## src/hw/rtl/burs_pkg.sv

```systemverilog
`default_nettype none
// ----------------------------------------------------------------------------
// burs_pkg
// Shared types and constants of the bounded undo/redo stacks.
// ----------------------------------------------------------------------------
package burs_pkg;

	// fixed field widths of the request and response words
	localparam int SNAP_W = 32;
	localparam int CNT_W  = 7;

	// request codes
	typedef enum logic [1:0] {
		REQ_PUSH  = 2'd0,
		REQ_UNDO  = 2'd1,
		REQ_REDO  = 2'd2,
		REQ_CLEAR = 2'd3
	} req_type_t;

	// per-stack control for one word
	typedef struct packed {
		logic push;
		logic pop;
		logic clear;
	} stack_ctl_t;

endpackage : burs_pkg
`default_nettype wire

```

## src/hw/rtl/burs_stack.sv

```systemverilog
`default_nettype none
// ----------------------------------------------------------------------------
// burs_stack
// One bounded stack: circular word memory with a top pointer and a
// saturating fill count. A push onto a full stack overwrites the oldest
// entry. The popped word appears on rdata in the cycle after the pop.
// ----------------------------------------------------------------------------
module burs_stack import burs_pkg::*; #(
	parameter  int DEPTH     = 64,
	parameter  int WORD_BITS = 32,
	localparam int AW        = $clog2(DEPTH),
	localparam int CW        = $clog2(DEPTH + 1)
) (
	input  wire logic                 clk,
	input  wire logic                 arst_n,
	input  wire stack_ctl_t           ctl,
	input  wire logic [WORD_BITS-1:0] wdata,
	output logic      [WORD_BITS-1:0] rdata,
	output logic      [CW-1:0]        fill
);

	logic [WORD_BITS-1:0] mem [DEPTH];
	logic [WORD_BITS-1:0] rdata_q;
	logic [AW-1:0]        top_q;
	logic [CW-1:0]        fill_q;
	logic [AW-1:0]        top_inc;
	logic [AW-1:0]        top_dec;

	// wrapped neighbours of the top pointer
	assign top_inc = (top_q == AW'(DEPTH - 1)) ? '0 : top_q + AW'(1);
	assign top_dec = (top_q == '0) ? AW'(DEPTH - 1) : top_q - AW'(1);

	// pointer and fill count
	always_ff @(posedge clk or negedge arst_n) begin
		if (!arst_n) begin
			top_q  <= '0;
			fill_q <= '0;
		end else if (ctl.clear) begin
			top_q  <= '0;
			fill_q <= '0;
		end else if (ctl.push) begin
			top_q <= top_inc;
			if (fill_q != CW'(DEPTH)) begin
				fill_q <= fill_q + CW'(1);
			end
		end else if (ctl.pop) begin
			top_q <= top_dec;
			if (fill_q != '0) begin
				fill_q <= fill_q - CW'(1);
			end
		end
	end

	// word memory, registered read port
	always_ff @(posedge clk) begin
		if (ctl.push) begin
			mem[top_q] <= wdata;
		end
		if (ctl.pop) begin
			rdata_q <= mem[top_dec];
		end
	end

	assign rdata = rdata_q;
	assign fill  = fill_q;

endmodule : burs_stack
`default_nettype wire

```

## config.mk

```make
export PLATFORM = sky130hd
export DESIGN_NAME = burs_stack
export DESIGN_NICKNAME = d
export VERILOG_FILES = /design/src/hw/rtl/burs_pkg.sv /design/src/hw/rtl/burs_stack.sv
export SDC_FILE = /design/constraint.sdc
export NUM_CORES = 2
export LEC_CHECK = 0
export ABC_CLOCK_PERIOD_IN_PS = 7500
export BUFFER_PORTS_ARGS = -buffer_cell sky130_fd_sc_hd__buf_2
export CAP_MARGIN = 30
export CORE_MARGIN = 2
export CORE_UTILIZATION = 40
export CTS_CLUSTER_DIAMETER = 80
export DETAILED_ROUTE_END_ITERATION = 8
export MAX_ROUTING_LAYER = met4
export PLACE_DENSITY = 0.56
export SYNTH_ARGS = -nofsm -noshare
export SYNTH_HDL_FRONTEND = slang
export SYNTH_SLANG_ARGS = --single-unit
```

## constraint.sdc

```tcl
create_clock -name clk -period 7.5 [get_ports clk]
set_clock_uncertainty 0.05 [all_clocks]
set_input_delay 1.125 -clock clk [delete_from_list [all_inputs] [get_ports clk]]
set_output_delay 1.125 -clock clk [all_outputs]
set_load 0.01 [all_outputs]
```

==> metrics <==
FF-to-FF End rdata[8]$_DFFE_PP_; Adder-Cell Fraction of Synth Area less than 1%; WL/cell about 32 µm; H-tree depth 4; clock share of power a little over a third; CTS tree done; max frequency between 200 and 250 MHz; Async SR Flop Fraction 0.621%; area added between synthesis and finish 14.2%; nets@finish 5738; synthesized flop and latch total approximately 2100; crit path to rdata[8]$_DFFE_PP_; Hold Buf Count CTS 0; GRT overflow 0; Slew Viols, Final 0; CP required between 8 and 9 ns; critical path depth in cells 12; Die W ~460 µm; critical path's top delay family compound AO/OA/AOI/OAI gates; post-synth top area share around three quarters; Longest Clk Path Bufs 3; CP endpoint kind flip-flop; Synth Area in XOR/XNOR less than 1%; final hold vios 0; clk root buf clkbuf_16; vias in the first global route between 40000 and 50000; Synth Area in Simple Gates ~10%; register area share after synthesis around 76%; global placement routability congestion 0.848; mux contribution to synthesized area around 5.3%; Tot GR Track Use a little over a quarter; number of cell rows 166; Die H between 400 and 500 µm; post-synthesis compound-gate area fraction 5.61%; Synth warnings 0; TritonCTS buffer count roughly 210; Initial Util about two fifths; largest net degree at the start of global routing ~140; Gate power share 17.9%; run status complete, no violations; Mapped Cells 5552; hpwl dp around 150000 µm; CP max stage delay approximately 0.83 ns; worst min path class in2async; net switching fraction of the power between 20% and 30%; setup TNS 0 ns; most frequent cells in the layout 2080 x edfxtp_1, 1142 x nand2_1, 454 x nand3_1, 385 x mux2i_1, 270 x a21oi_1; number of synthesized flops with an enable pin ~2100; Static Leakage ~30 nW; Crit Path Class reg2reg; initial drt markers 7072; Max Cap Viol 0; # Post-CTS Setup Buffers 0; clk slew on worst S/H paths around 0.06 ns; Reg power frac ~47%; crit path max-delay cell type a21oi_4; VDD IR max 0.209 mV; RSZ-0062 raised after global routing no; critical path fanouts, max 30; initial antenna violation count 7; internal power approximately 20 mW; Worst Tran Pin Value roughly 1.1 ns; switching power around 8.4 mW; I/O pin count 76; minimum clock period between 4 and 5 ns; CP startpoint kind flip-flop; DIE AREA 0.209 mm²; top post-synthesis cells by area edfxtp_1 76%, nand2_1 5.2%, mux2i_1 4.7%; syn nets about 5600; IO buf count 75; DRC 0; DRT antenna net count 0; Worst Setup SP top_q[0]$_DFFE_PN0P_; share of post-route cells with drive strength above 1 a little under an eighth; total routed wirelength roughly 270000 µm; Buf/Inv on CP 4; FF-to-FF Start top_q[0]$_DFFE_PN0P_; routed vias between 50000 and 60000; main combinational cell family by area after synthesis simple AND/OR/NAND/NOR gates; Slew HR 25.9%; post-CTS sizing 0; leading area contributor after synthesis edfxtp_1; P per Cell Area around 300 mW/mm²; first drt pass iteration count 6; Worst-Skew Late Latency ~0.87 ns; crit path cell chain inv_1 > ha_4 > nor3b_4 > a21oi_4 > buf_12 > buf_4 > mux2i_1 > o22ai_1 > nor4_1 > nor4_1 > buf_2 > a211o_1; R2R depth 12; CORE AREA between 0.2 and 0.25 mm²; period utilization between 60 and 70%; syn avg cell area around 15 µm²; Sink Count about 2100; R2R Setup Slk 2.68 ns; Critical Path AT roughly 5.4 ns; Inst Count DP about 8200; Post-Syn Area about 0.08 mm²; critical path's most frequent cell nor4_1; Final setup viols 0; first-pass GRT wire length between 300000 and 400000 µm; non-filler cells, final between 8000 and 9000; Yosys cell types 79; Post-synth top flop edfxtp_1; vias per cell roughly 6.0; commonest non-fill, non-tap cell in the layout edfxtp_1
## cell families (layout without fill, tap and decap cells)
group	Yosys count	after routing
AOI/OAI and AO/OA	730	730
xor gates and xnor gates	7	7
adders and majority gates	8	8
buffers and inverters	378	688
DFF	2093	2093
muxes	412	412
other	0	4
and+or+nand+nor	1924	1924
## layer usage
metal  GRT usage [%]  wire length (µm)  share of wire, %
met5               -                 0                 0
met4            9.20             10500               3.9
met3            4.34             24600               9.0
met2            40.0            126000                46
met1            36.2            112000                41
## worst min-delay path by stage
stage | slack, ns | endpoint | from | depth (start not counted)
floorplan | 0.50 | fill[2]$_DFFE_PN0P_ | fill[2]$_DFFE_PN0P_ | 2
global placement | 0.48 | fill[3]$_DFFE_PN0P_ | fill[3]$_DFFE_PN0P_ | 2
detailed placement | 0.49 | fill[3]$_DFFE_PN0P_ | fill[3]$_DFFE_PN0P_ | 2
CTS | 0.09 | fill[0]$_DFFE_PN0P_ | arst_n | 1
global route | 0.12 | fill[0]$_DFFE_PN0P_ | arst_n | 1
finish | 0.15 | fill[1]$_DFFE_PN0P_ | arst_n | 1
## power groups by stage
stage	Clock [mW]	Sequential, mW	Combinational (mW)
2_1_floorplan	0	13.5	2.78
3_3_place_gp	0	13.5	4.97
3_5_place_dp	0	13.5	5.05
4_1_cts	10.3	13.3	5.06
5_1_grt	10.7	13.3	5.36
6_report	10.2	13.3	5.10
## through the flow
stage          util (%)  cell area (µm²)  hold WS [ns]  setup slack [ns]  total power [mW]
3_5_place_dp       42.7            87300         0.492              2.71              18.6
6_report           45.9            93900         0.147              2.68              28.5
2_1_floorplan         -            82200         0.502              3.78              16.2
5_1_grt            45.9            93900         0.121              2.56              29.4
3_3_place_gp       42.2            86300         0.482              2.70              18.5
4_1_cts            45.9            93800        0.0944              2.71              28.6
## flip-flops by register name (all words and copies together), names as in the netlist
signal  cells
rdata      32
top_q       6
mem      2048
fill        7
## cells in the mapped netlist (all sizes together), types with 9 or more instances
cell type and n:
o21ai 42, buf 242, nand4 81, a221oi 10, edfxtp 2080, nor2 99, o22ai 92, and3 16
dfrtp 13, inv 17, nor4 54, a31oi 120, nor3 37, mux2i 385, a21oi 271, nand3 454
nand2 1147, a32oi 34, mux4 19, a22oi 62, clkbuf 117, o211ai 20, a211oi 14, o41ai 9
## area by class of cell
type,instances,area (µm²)
fillers,17807,110000
flip-flops and latches,2093,62800
multi-input cells,3081,18200
clock buffers,272,5640
well taps,2688,3360
repair buffers,284,2890
clock inverters,113,953
inverters,19,71.3
diodes,4,10.0
## worst register-to-register path: cells and delay by family, from the launching register on
kind | cells | cell delay (ns)
flip-flops | 1 | 0.67
AND/OR/NAND/NOR | 3 | 0.88
adder cells (fa/ha/maj) | 1 | 0.29
AO/OA/AOI/OAI | 3 | 1.25
multiplexers | 1 | 0.25
buffers and inverters | 4 | 1.19
Power figures use the tool's default switching activity.
